<file path="config.mk">
export PLATFORM = sky130hd
export DESIGN_NAME = midpoint_ellipse_rasterizer
export DESIGN_NICKNAME = d
export VERILOG_FILES = /design/src/design/mer_pkg.sv /design/src/design/mer_ctrl.sv /design/src/design/mer_datapath.sv /design/src/design/midpoint_ellipse_rasterizer.sv
export SDC_FILE = /design/constraint.sdc
export NUM_CORES = 2
export LEC_CHECK = 0
export ABC_AREA = 1
export BUFFER_PORTS_ARGS = -buffer_cell sky130_fd_sc_hd__clkbuf_2
export CAP_MARGIN = 30
export CORE_ASPECT_RATIO = 0.9
export CORE_MARGIN = 2
export CORE_UTILIZATION = 35
export DETAILED_ROUTE_END_ITERATION = 10
export SETUP_SLACK_MARGIN = 0.3
export SYNTH_ARGS = -nofsm -noshare
export SYNTH_HDL_FRONTEND = slang
export SYNTH_SLANG_ARGS = --single-unit
</file>
<file path="constraint.sdc">
create_clock -name clock -period 7.1 [get_ports clock]
set_input_delay 1.42 -clock clock [delete_from_list [all_inputs] [get_ports clock]]
set_output_delay 1.42 -clock clock [all_outputs]
set_load 0.01 [all_outputs]
</file>
<file path="src/design/mer_pkg.sv">
// ----------------------------------------------------------------------------
// mer_pkg
// Shared widths, codes and controller/datapath interface types for the
// midpoint ellipse rasterizer.
// ----------------------------------------------------------------------------
package mer_pkg;

   // coordinate and radius width of the input fields
   localparam int COORD_BITS = 10;

   // derived widths
   localparam int PIX_W      = 12;                      // output pixel coordinate
   localparam int STEP_W     = COORD_BITS + 1;          // signed x / y offsets
   localparam int SQ_W       = 2 * COORD_BITS;          // a^2, b^2
   localparam int MUL_W      = 2 * COORD_BITS + 4;      // multiplier operand
   localparam int PROD_W     = 2 * MUL_W;               // multiplier product
   localparam int DEC_W      = 4 * COORD_BITS + 8;      // decision value
   localparam int SLOPE_W    = 3 * COORD_BITS + 4;      // fx, fy
   localparam int PIX_SUM_W  = (COORD_BITS + 2 > PIX_W) ? COORD_BITS + 2 : PIX_W;

   // request function codes
   localparam logic FUNC_START   = 1'b0;
   localparam logic FUNC_ADVANCE = 1'b1;

   // index of the fourth word of an item
   localparam logic [1:0] LAST_POINT = 2'd3;

   typedef enum logic [3:0] {
      CS_IDLE,
      CS_SQ_A,
      CS_SQ_B,
      CS_MUL_AB,
      CS_INIT,
      CS_INIT_DIV,
      CS_SW_XX,
      CS_SW_YY,
      CS_SW_B2T,
      CS_SW_A2T,
      CS_SW_A2B2,
      CS_SW_SUB,
      CS_SW_DIV,
      CS_STEP,
      CS_EMIT
   } ctrl_state_type;

   // multiplier operand pairs
   typedef enum logic [3:0] {
      MUL_NONE,
      MUL_AA,      // a * a
      MUL_BB,      // b * b
      MUL_A2B,     // a^2 * b
      MUL_XX,      // (2x+1)^2
      MUL_YY,      // (y-1)^2
      MUL_B2T,     // b^2 * tmp
      MUL_A2T,     // a^2 * tmp
      MUL_A2B2     // a^2 * b^2
   } mul_sel_type;

   // accumulator operations
   typedef enum logic [2:0] {
      ACC_HOLD,
      ACC_LOAD,    // acc = prod
      ACC_ADD4,    // acc += 4*prod
      ACC_SUB4R,   // acc += 2 - 4*prod
      ACC_INIT     // acc = 4b^2 - 4*prod + a^2 + 2
   } acc_op_type;

   typedef struct packed {
      logic        load_params;
      mul_sel_type mul_sel;
      logic        a2_load;
      logic        b2_load;
      logic        tmp_load;
      acc_op_type  acc_op;
      logic        init_run;
      logic        dec_load;
      logic        set_r2;
      logic        step;
      logic        emit_load;
      logic [1:0]  point_idx;
   } mer_cmd_type;

   typedef struct packed {
      logic active;
      logic need_switch;
      logic out_free;
   } mer_status_type;

endpackage

</file>
<file path="src/design/mer_ctrl.sv">
// ----------------------------------------------------------------------------
// mer_ctrl
// Sequencer: start setup, region switch multiply chain and word emission.
// ----------------------------------------------------------------------------
module mer_ctrl
   import mer_pkg::*;
(
   input  logic           clock,
   input  logic           reset,
   input  logic           req_valid,
   input  logic           req_func,
   output logic           req_ready,
   input  mer_status_type status,
   output mer_cmd_type    cmd
);

   ctrl_state_type state_ff, state_in;
   logic [1:0]     idx_ff, idx_in;

   always_ff @(posedge clock) begin
      if (reset) begin
         state_ff <= CS_IDLE;
         idx_ff   <= '0;
      end else begin
         state_ff <= state_in;
         idx_ff   <= idx_in;
      end
   end

   // next state
   always_comb begin
      state_in = state_ff;
      idx_in   = '0;
      case (state_ff)
         CS_IDLE: begin
            if (req_valid) begin
               if (req_func == FUNC_START) begin
                  state_in = CS_SQ_A;
               end else if (status.active) begin
                  state_in = status.need_switch ? CS_SW_XX : CS_EMIT;
               end
            end
         end
         CS_SQ_A:     state_in = CS_SQ_B;
         CS_SQ_B:     state_in = CS_MUL_AB;
         CS_MUL_AB:   state_in = CS_INIT;
         CS_INIT:     state_in = CS_INIT_DIV;
         CS_INIT_DIV: state_in = CS_EMIT;
         CS_SW_XX:    state_in = CS_SW_YY;
         CS_SW_YY:    state_in = CS_SW_B2T;
         CS_SW_B2T:   state_in = CS_SW_A2T;
         CS_SW_A2T:   state_in = CS_SW_A2B2;
         CS_SW_A2B2:  state_in = CS_SW_SUB;
         CS_SW_SUB:   state_in = CS_SW_DIV;
         CS_SW_DIV:   state_in = CS_STEP;
         CS_STEP:     state_in = CS_EMIT;
         CS_EMIT: begin
            idx_in = idx_ff;
            if (status.out_free) begin
               idx_in = idx_ff + 2'd1;
               if (idx_ff == LAST_POINT) begin
                  state_in = CS_IDLE;
               end
            end
         end
         default:     state_in = CS_IDLE;
      endcase
   end

   // outputs
   always_comb begin
      req_ready       = 1'b0;
      cmd.load_params = 1'b0;
      cmd.mul_sel     = MUL_NONE;
      cmd.a2_load     = 1'b0;
      cmd.b2_load     = 1'b0;
      cmd.tmp_load    = 1'b0;
      cmd.acc_op      = ACC_HOLD;
      cmd.init_run    = 1'b0;
      cmd.dec_load    = 1'b0;
      cmd.set_r2      = 1'b0;
      cmd.step        = 1'b0;
      cmd.emit_load   = 1'b0;
      cmd.point_idx   = idx_ff;
      case (state_ff)
         CS_IDLE: begin
            req_ready = 1'b1;
            if (req_valid) begin
               if (req_func == FUNC_START) begin
                  cmd.load_params = 1'b1;
               end else if (status.active && !status.need_switch) begin
                  cmd.step = 1'b1;
               end
            end
         end
         CS_SQ_A:   cmd.mul_sel = MUL_AA;
         CS_SQ_B: begin
            cmd.a2_load = 1'b1;
            cmd.mul_sel = MUL_BB;
         end
         CS_MUL_AB: begin
            cmd.b2_load = 1'b1;
            cmd.mul_sel = MUL_A2B;
         end
         CS_INIT: begin
            cmd.acc_op   = ACC_INIT;
            cmd.init_run = 1'b1;
         end
         CS_INIT_DIV: cmd.dec_load = 1'b1;
         CS_SW_XX:  cmd.mul_sel = MUL_XX;
         CS_SW_YY: begin
            cmd.tmp_load = 1'b1;
            cmd.mul_sel  = MUL_YY;
         end
         CS_SW_B2T: begin
            cmd.tmp_load = 1'b1;
            cmd.mul_sel  = MUL_B2T;
         end
         CS_SW_A2T: begin
            cmd.acc_op  = ACC_LOAD;
            cmd.mul_sel = MUL_A2T;
         end
         CS_SW_A2B2: begin
            cmd.acc_op  = ACC_ADD4;
            cmd.mul_sel = MUL_A2B2;
         end
         CS_SW_SUB: cmd.acc_op = ACC_SUB4R;
         CS_SW_DIV: begin
            cmd.dec_load = 1'b1;
            cmd.set_r2   = 1'b1;
         end
         CS_STEP:   cmd.step = 1'b1;
         CS_EMIT:   cmd.emit_load = status.out_free;
         default: begin
            req_ready = 1'b0;
         end
      endcase
   end

endmodule

</file>
<file path="src/design/mer_datapath.sv">
// ----------------------------------------------------------------------------
// mer_datapath
// Ellipse state, shared multiplier, accumulator, midpoint step and the
// output word register.
// ----------------------------------------------------------------------------
module mer_datapath
   import mer_pkg::*;
(
   input  logic                    clock,
   input  logic                    reset,
   input  logic [COORD_BITS-1:0]   req_center_x,
   input  logic [COORD_BITS-1:0]   req_center_y,
   input  logic [COORD_BITS-1:0]   req_radius_a,
   input  logic [COORD_BITS-1:0]   req_radius_b,
   input  mer_cmd_type             cmd,
   output mer_status_type          status,
   output logic                    rsp_valid,
   input  logic                    rsp_ready,
   output logic signed [PIX_W-1:0] rsp_pixel_x,
   output logic signed [PIX_W-1:0] rsp_pixel_y,
   output logic                    rsp_last_of_item,
   output logic                    rsp_ellipse_done
);

   localparam logic [DEC_W-1:0] DEC_TWO   = DEC_W'(2);
   localparam logic [DEC_W-1:0] DEC_THREE = DEC_W'(3);

   // saved parameters
   logic [COORD_BITS-1:0] center_x_ff, center_y_ff, radius_a_ff, radius_b_ff;

   // run state
   logic                      active_ff, active_in;
   logic                      r2_ff, r2_in;
   logic                      done_ff, done_in;
   logic signed [STEP_W-1:0]  step_x_ff, step_x_in;
   logic signed [STEP_W-1:0]  step_y_ff, step_y_in;
   logic signed [SLOPE_W-1:0] slope_x_ff, slope_x_in;
   logic signed [SLOPE_W-1:0] slope_y_ff, slope_y_in;
   logic [DEC_W-1:0]          decision_ff, decision_in;

   // arithmetic
   logic [SQ_W-1:0]   a2_ff, b2_ff;
   logic [MUL_W-1:0]  tmp_ff;
   logic [MUL_W-1:0]  op_a, op_b;
   logic [PROD_W-1:0] prod_ff, prod_in;
   logic [DEC_W-1:0]  acc_ff, acc_in;
   logic [DEC_W-1:0]  acc_biased, dec_div;
   logic [DEC_W-1:0]  prod_x4, a2_ext, b2_ext;
   logic [STEP_W-1:0] y_minus_one;

   // step
   logic signed [SLOPE_W-1:0] two_a2, two_b2, sx_inc, sy_dec;
   logic signed [STEP_W-1:0]  x_stp, y_stp;
   logic signed [SLOPE_W-1:0] sx_stp, sy_stp;
   logic [DEC_W-1:0]          dec_stp;
   logic                      dec_neg, dec_pos;

   // output word
   logic                    rsp_valid_ff, rsp_valid_in;
   logic signed [PIX_W-1:0] pix_x_ff, pix_y_ff;
   logic                    last_ff, edone_ff;
   logic [PIX_SUM_W-1:0]    px_sum, py_sum;

   // ---------------- multiplier ----------------
   assign y_minus_one = step_y_ff - STEP_W'(1);

   always_comb begin
      op_a = '0;
      op_b = '0;
      case (cmd.mul_sel)
         MUL_AA: begin
            op_a = MUL_W'(radius_a_ff);
            op_b = MUL_W'(radius_a_ff);
         end
         MUL_BB: begin
            op_a = MUL_W'(radius_b_ff);
            op_b = MUL_W'(radius_b_ff);
         end
         MUL_A2B: begin
            op_a = MUL_W'(a2_ff);
            op_b = MUL_W'(radius_b_ff);
         end
         MUL_XX: begin
            op_a = MUL_W'({step_x_ff, 1'b1});
            op_b = MUL_W'({step_x_ff, 1'b1});
         end
         MUL_YY: begin
            op_a = MUL_W'(y_minus_one);
            op_b = MUL_W'(y_minus_one);
         end
         MUL_B2T: begin
            op_a = MUL_W'(b2_ff);
            op_b = tmp_ff;
         end
         MUL_A2T: begin
            op_a = MUL_W'(a2_ff);
            op_b = tmp_ff;
         end
         MUL_A2B2: begin
            op_a = MUL_W'(a2_ff);
            op_b = MUL_W'(b2_ff);
         end
         default: begin
            op_a = '0;
            op_b = '0;
         end
      endcase
   end

   assign prod_in = op_a * op_b;

   // ---------------- accumulator (quarter units) ----------------
   assign prod_x4 = {prod_ff[DEC_W-3:0], 2'b00};
   assign a2_ext  = DEC_W'(a2_ff);
   assign b2_ext  = DEC_W'(b2_ff);

   always_comb begin
      case (cmd.acc_op)
         ACC_HOLD:  acc_in = acc_ff;
         ACC_LOAD:  acc_in = prod_ff;
         ACC_ADD4:  acc_in = acc_ff + prod_x4;
         ACC_SUB4R: acc_in = acc_ff - prod_x4 + DEC_TWO;
         ACC_INIT:  acc_in = {b2_ext[DEC_W-3:0], 2'b00} - prod_x4 + a2_ext + DEC_TWO;
         default:   acc_in = acc_ff;
      endcase
   end

   // divide by four, rounding toward zero
   assign acc_biased = acc_ff + (acc_ff[DEC_W-1] ? DEC_THREE : '0);
   assign dec_div    = {{2{acc_biased[DEC_W-1]}}, acc_biased[DEC_W-1:2]};

   // ---------------- midpoint step ----------------
   assign two_a2  = SLOPE_W'({a2_ff, 1'b0});
   assign two_b2  = SLOPE_W'({b2_ff, 1'b0});
   assign sx_inc  = slope_x_ff + two_b2;
   assign sy_dec  = slope_y_ff - two_a2;
   assign dec_neg = decision_ff[DEC_W-1];
   assign dec_pos = !dec_neg && (decision_ff != '0);

   always_comb begin
      x_stp   = step_x_ff;
      y_stp   = step_y_ff;
      sx_stp  = slope_x_ff;
      sy_stp  = slope_y_ff;
      dec_stp = decision_ff;
      if (!r2_ff) begin
         x_stp  = step_x_ff + STEP_W'(1);
         sx_stp = sx_inc;
         if (dec_neg) begin
            dec_stp = decision_ff + b2_ext + DEC_W'(sx_inc);
         end else begin
            y_stp   = step_y_ff - STEP_W'(1);
            sy_stp  = sy_dec;
            dec_stp = decision_ff + b2_ext + DEC_W'(sx_inc) - DEC_W'(sy_dec);
         end
      end else begin
         y_stp  = step_y_ff - STEP_W'(1);
         sy_stp = sy_dec;
         if (dec_pos) begin
            dec_stp = decision_ff + a2_ext - DEC_W'(sy_dec);
         end else begin
            x_stp   = step_x_ff + STEP_W'(1);
            sx_stp  = sx_inc;
            dec_stp = decision_ff + a2_ext - DEC_W'(sy_dec) + DEC_W'(sx_inc);
         end
      end
   end

   // ---------------- run state next values ----------------
   always_comb begin
      active_in   = active_ff;
      r2_in       = r2_ff;
      done_in     = done_ff;
      step_x_in   = step_x_ff;
      step_y_in   = step_y_ff;
      slope_x_in  = slope_x_ff;
      slope_y_in  = slope_y_ff;
      decision_in = decision_ff;
      if (cmd.init_run) begin
         active_in  = (radius_b_ff != '0);
         done_in    = (radius_b_ff == '0);
         r2_in      = 1'b0;
         step_x_in  = '0;
         step_y_in  = STEP_W'(radius_b_ff);
         slope_x_in = '0;
         slope_y_in = {prod_ff[SLOPE_W-2:0], 1'b0};
      end
      if (cmd.set_r2) begin
         r2_in = 1'b1;
      end
      if (cmd.dec_load) begin
         decision_in = dec_div;
      end
      if (cmd.step) begin
         step_x_in   = x_stp;
         step_y_in   = y_stp;
         slope_x_in  = sx_stp;
         slope_y_in  = sy_stp;
         decision_in = dec_stp;
         done_in     = y_stp[STEP_W-1] || (y_stp == '0);
         active_in   = !(y_stp[STEP_W-1] || (y_stp == '0));
      end
   end

   // ---------------- output word ----------------
   assign px_sum = cmd.point_idx[0] ?
                   PIX_SUM_W'(center_x_ff) - PIX_SUM_W'(step_x_ff) :
                   PIX_SUM_W'(center_x_ff) + PIX_SUM_W'(step_x_ff);
   assign py_sum = cmd.point_idx[1] ?
                   PIX_SUM_W'(center_y_ff) - PIX_SUM_W'(step_y_ff) :
                   PIX_SUM_W'(center_y_ff) + PIX_SUM_W'(step_y_ff);

   always_comb begin
      if (cmd.emit_load) begin
         rsp_valid_in = 1'b1;
      end else if (rsp_ready) begin
         rsp_valid_in = 1'b0;
      end else begin
         rsp_valid_in = rsp_valid_ff;
      end
   end

   // ---------------- registers ----------------
   always_ff @(posedge clock) begin
      if (reset) begin
         active_ff    <= 1'b0;
         r2_ff        <= 1'b0;
         rsp_valid_ff <= 1'b0;
      end else begin
         active_ff    <= active_in;
         r2_ff        <= r2_in;
         rsp_valid_ff <= rsp_valid_in;
      end
   end

   always_ff @(posedge clock) begin
      done_ff     <= done_in;
      step_x_ff   <= step_x_in;
      step_y_ff   <= step_y_in;
      slope_x_ff  <= slope_x_in;
      slope_y_ff  <= slope_y_in;
      decision_ff <= decision_in;
      prod_ff     <= prod_in;
      acc_ff      <= acc_in;
      if (cmd.load_params) begin
         center_x_ff <= req_center_x;
         center_y_ff <= req_center_y;
         radius_a_ff <= req_radius_a;
         radius_b_ff <= req_radius_b;
      end
      if (cmd.a2_load) begin
         a2_ff <= prod_ff[SQ_W-1:0];
      end
      if (cmd.b2_load) begin
         b2_ff <= prod_ff[SQ_W-1:0];
      end
      if (cmd.tmp_load) begin
         tmp_ff <= prod_ff[MUL_W-1:0];
      end
      if (cmd.emit_load) begin
         pix_x_ff <= px_sum[PIX_W-1:0];
         pix_y_ff <= py_sum[PIX_W-1:0];
         last_ff  <= (cmd.point_idx == LAST_POINT);
         edone_ff <= (cmd.point_idx == LAST_POINT) && done_ff;
      end
   end

   assign status.active      = active_ff;
   assign status.need_switch = !r2_ff && !(slope_x_ff < slope_y_ff);
   assign status.out_free    = !rsp_valid_ff || rsp_ready;

   assign rsp_valid        = rsp_valid_ff;
   assign rsp_pixel_x      = pix_x_ff;
   assign rsp_pixel_y      = pix_y_ff;
   assign rsp_last_of_item = last_ff;
   assign rsp_ellipse_done = edone_ff;

endmodule

</file>
<file path="src/design/midpoint_ellipse_rasterizer.sv">
// ----------------------------------------------------------------------------
// midpoint_ellipse_rasterizer
// Midpoint ellipse point generator, one step per advance word.
// ----------------------------------------------------------------------------
// A start word (func 0) latches center and radii, sets up region one and
// returns the four symmetric points (xc+x,yc+y), (xc-x,yc+y), (xc+x,yc-y),
// (xc-x,yc-y); each advance word (func 1) does one midpoint step and returns
// four more, duplicates kept. The fourth word of each item has last_of_item
// set, and the fourth word of the final step also has ellipse_done. A start
// with radius_b zero finishes at once. Advance words while no ellipse runs
// are taken and return nothing. A start while running abandons the old run.
// Flow: one word at a time. An ordinary advance is taken and stepped in
// the same cycle, then its four points leave through a single output
// register, one per cycle while rsp_ready is high. A start computes a^2,
// b^2 and a^2*b on the shared 24x24 multiplier, then the decision setup
// and divide by four. In the advance that crosses into region two, five
// products on the same multiplier build the new decision value before
// the step. A new word is taken while the last point of the previous one
// still sits in the output register. Output stalls hold the sequencer in
// its emit state.
// ----------------------------------------------------------------------------
module midpoint_ellipse_rasterizer
   import mer_pkg::*;
(
   input  logic                    clock,
   input  logic                    reset,
   input  logic                    req_valid,
   output logic                    req_ready,
   input  logic                    req_func,
   input  logic [COORD_BITS-1:0]   req_center_x,
   input  logic [COORD_BITS-1:0]   req_center_y,
   input  logic [COORD_BITS-1:0]   req_radius_a,
   input  logic [COORD_BITS-1:0]   req_radius_b,
   output logic                    rsp_valid,
   input  logic                    rsp_ready,
   output logic signed [PIX_W-1:0] rsp_pixel_x,
   output logic signed [PIX_W-1:0] rsp_pixel_y,
   output logic                    rsp_last_of_item,
   output logic                    rsp_ellipse_done
);

   mer_cmd_type    cmd;
   mer_status_type status;

   // sequencer: owns req_ready and the point index
   mer_ctrl u_ctrl (
      .clock     (clock),
      .reset     (reset),
      .req_valid (req_valid),
      .req_func  (req_func),
      .req_ready (req_ready),
      .status    (status),
      .cmd       (cmd)
   );

   // ellipse state, multiplier, step logic and output word register
   mer_datapath u_datapath (
      .clock            (clock),
      .reset            (reset),
      .req_center_x     (req_center_x),
      .req_center_y     (req_center_y),
      .req_radius_a     (req_radius_a),
      .req_radius_b     (req_radius_b),
      .cmd              (cmd),
      .status           (status),
      .rsp_valid        (rsp_valid),
      .rsp_ready        (rsp_ready),
      .rsp_pixel_x      (rsp_pixel_x),
      .rsp_pixel_y      (rsp_pixel_y),
      .rsp_last_of_item (rsp_last_of_item),
      .rsp_ellipse_done (rsp_ellipse_done)
   );

   // a waiting word is never overwritten
   a_emit_free: assert property (@(posedge clock) disable iff (reset)
      cmd.emit_load |-> status.out_free)
      else $error("point loaded while output word still pending");

   // no step without a running ellipse
   a_step_active: assert property (@(posedge clock) disable iff (reset)
      cmd.step |-> status.active)
      else $error("midpoint step issued with no ellipse running");

   // an advance with nothing running returns straight to idle
   a_idle_advance: assert property (@(posedge clock) disable iff (reset)
      (req_valid && req_ready && (req_func == FUNC_ADVANCE) && !status.active)
      |=> req_ready)
      else $error("advance while idle did not return to idle");

   // the done flag only rides on the fourth word of an item
   a_done_last: assert property (@(posedge clock) disable iff (reset)
      (rsp_valid && rsp_ellipse_done) |-> rsp_last_of_item)
      else $error("ellipse_done on a word that is not last of its item");

endmodule

</file>
==> summary.md <==
| Metric | Value |
|---|---|
| Final Hold Viols | `0` |
| Yosys cell types | `75` |
| CP most frequent cell | `fa_1` |
| Status | `finished, violations left` |
| RSZ-0062 raised after global routing | `true` |
| Mapped cell area | `60910 µm²` |
| TritonCTS buffer count | `49` |
| Ys Warns | `0` |
| HPWL after DPL | `248700 µm` |
| Largest net degree at the start of global routing | `49` |
| Pins Over Slew Limit | `0` |
| Slowest library cell on the worst path | `fa_1` |
| Worst setup SP type | `register` |
| CP Data Required Time | `7.70 ns` |
| Number of global-route vias before repair | `65290` |
| CTS Hold Bufs | `0` |
| Total global-route track usage | `0.3207` |
| Worst reg2reg path depth | `36` |
| Die H | `399.8 µm` |
| Placer Congestion | `1.060` |
| Fin worst setup slack | `-0.3776 ns` |
| Fmax | `133.7 MHz` |
| Setup violators final | `26` |
| Die Wd | `443.8 µm` |
| Worst Tran Pin Value | `1.057 ns` |
| DRC | `0` |
| Num rows | `145` |
| Post-synthesis cell count | `8699` |
| Seq/Total Area, Yosys | `0.1727` |
| CTS sink count | `368` |
| Final setup skew | `0.08405 ns` |
| Setup Crit Path Kind | `reg2reg` |
| Fin crit share | `1.053` |
| Area post-placement | `74410 µm²` |
| I/O Buffers | `72` |
| Die area | `177400 µm²` |
| Drt first pass iters | `6` |
| Setup tns final | `-5.846 ns` |
| Failing checks | `negative setup slack` |
| Max cap viols | `0` |
| GRT overflow | `0` |
| Final min period | `7.478 ns` |
| I/O pin cnt | `73` |
| Hold Crit Class | `reg2reg` |
| Slew headroom | `0.2954` |
| Vias | `66640` |
| Initial Util | `0.3516` |
| #FFs+latches synth | `368` |
| Number of synthesized flops with an enable pin | `315` |
| Layout cells sized above 1 | `0.2638` |
| Synth async-reset ratio | `0` |
| Routed WL | `292400 µm` |
| Design Area, Final | `82080 µm²` |
| Initial antenna violation count | `9` |
| Initial DRC Count | `6344` |
| Routed vias/inst | `5.343` |
| Syn avg cell area | `7.002 µm²` |
| Antenna-violating nets left | `0` |
| Critical path peak fanout | `4` |
| Clk_lat worst skew | `0.70 ns` |
| H-tree depth | `2` |
| Worst path max stage delay | `0.56 ns` |
| Syn_nets | `9847` |
| Core Area | `173300 µm²` |
| CTS max path bufs | `3` |
| Crit end category | `register` |
| Hold path cells | `2` |
| Arr. time, crit path | `8.08 ns` |
| Root buffer cell | `clkbuf_16` |
| Nets | `11300` |
| Worst-path clk slew | `0.06 ns` |
| First-pass GRT wire length | `424300 µm` |
| TritonCTS clock tree | `built` |
| Area Growth Syn to Fin | `34.75%` |
| DR WL/cell | `23.44 µm` |
| Most used flip-flop cell after synthesis | `edfxtp_1` |
layout by cell type (no fill, tap or decap), types with 49 or more instances in the layout:
cell       netlist  layout
a31oi_1         87      63
xor2_1         211     167
buf_4           10    1374
edfxtp_1       315     315
inv_2           19     112
fa_1           456     439
o21ai_0        493     382
a21oi_2          1     119
ha_1           647     534
nor2_1         961     806
or2_2           57      53
nand2_1       1817    1692
dfxtp_1         53      50
nor2_4           5      57
nand2_2          3     101
xnor2_1         66      54
nor2_2           8     111
nor3_1         105      84
clkbuf_16        0      49
clkbuf_2         0      72
o21ai_2          5      49
a21oi_1        615     479
nand3_1        393     345
o21ai_1         20      83
ha_4             0     100
inv_1         1702    1597
nand4_1         93      93
worst max-delay path, delay by kind of cell, from the launching register on:
| kind | cells | cell delay (ns) |
|---|---|---|
| AOI/OAI and AO/OA | 3 | 0.48 |
| DFF | 1 | 0.42 |
| buffers and inverters | 11 | 1.19 |
| and+or+nand+nor | 12 | 1.10 |
| xor gates and xnor gates | 2 | 0.37 |
| adders and majority gates | 8 | 3.88 |
path summary, 6_finish.rpt:
check,start,endpoint,slack [ns]
min reg2reg,u_datapath.done_ff,u_datapath.rsp_ellipse_done,0.54
max reg2reg,u_datapath.step_y_ff[2],u_datapath.prod_ff[41],-0.38
max,u_datapath.step_y_ff[2],u_datapath.prod_ff[41],-0.38
min,u_datapath.done_ff,u_datapath.rsp_ellipse_done,0.54
through the flow:
step | cells | hold WS [ns] | utilization | setup WS, ns
global placement | 12250 | 0.5022 | 0.4293 | -0.6733
CTS | 12400 | 0.5547 | 0.4536 | -0.4350
global route | 12470 | 0.5642 | 0.4737 | -0.6457
detailed placement | 12250 | 0.5030 | 0.4294 | -0.6470
floorplan | 8699 | 0.4564 | - | 0.1999
finish | 12470 | 0.5448 | 0.4737 | -0.3776
registers in the layout (all words and copies together) (netlist names), 2 cells and up:
register	cells
u_datapath.slope_x_ff	33
u_datapath.step_x_ff	11
u_datapath.step_y_ff	11
u_datapath.radius_a_ff	10
u_datapath.a2_ff	20
u_datapath.acc_ff	48
u_datapath.rsp_pixel_x	12
u_datapath.decision_ff	48
u_datapath.b2_ff	20
u_datapath.radius_b_ff	10
u_datapath.center_x_ff	10
u_datapath.tmp_ff	24
u_datapath.slope_y_ff	33
u_datapath.prod_ff	44
u_ctrl.state_ff	4
u_datapath.rsp_pixel_y	12
u_ctrl.idx_ff	2
u_datapath.center_y_ff	10
synthesized netlist by cell type (93+ instances only):
cell type	n	share of area
a21oi_1	615	0.051
fa_1	456	0.15
nand2_1	1817	0.11
o21ai_0	493	0.041
edfxtp_1	315	0.16
ha_1	647	0.13
nand3_1	393	0.032
nor3_1	105	0.0086
nand4_1	93	0.0096
inv_1	1702	0.10
xor2_1	211	0.030
nor2_1	961	0.059
timing repair:
item | 4_1_cts | 5_1_grt
setup buffers | 57 | 71
resized for setup | 490 | 730
pin swaps | 113 | 254
setup endpoints to repair | 64 | 68
cloned | 2 | 0
layer usage:
layer	track usage	part of all wire	routed length, µm
met1	0.4225	0.42	122000
met2	0.5102	0.44	129200
met3	0.04287	0.074	21490
met4	0.1748	0.067	19620
met5	0	0.00016	46
kinds of logic (layout without fill, tap and decap cells):
| group | after synthesis | count (layout) | synth area share |
|---|---|---|---|
| AND/OR/NAND/NOR | 3568 | 3568 | 0.2449 |
| multiplexers | 1 | 1 | 0.0001643 |
| buffers and inverters | 1870 | 3365 | 0.1178 |
| other | 0 | 1 | 0 |
| XOR/XNOR | 277 | 277 | 0.03983 |
| adder cells (fa/ha/maj) | 1103 | 1103 | 0.2828 |
| AO/OA/AOI/OAI | 1512 | 1512 | 0.1418 |
| flip-flops | 368 | 368 | 0.1727 |
final cells by class:
class	count	area [µm²]
sequential	368	10530
clock buffer	57	1256
inverter	1735	6580
fill	17500	91180
antenna	1	2.502
tap	2278	2850
timing repair buffer	1538	12080
multi-input combinational	6461	48310
clock inverter	35	471.7
Power is not shown: default switching activity piles up to over one toggle a cycle in this logic, so the estimate is an artifact.
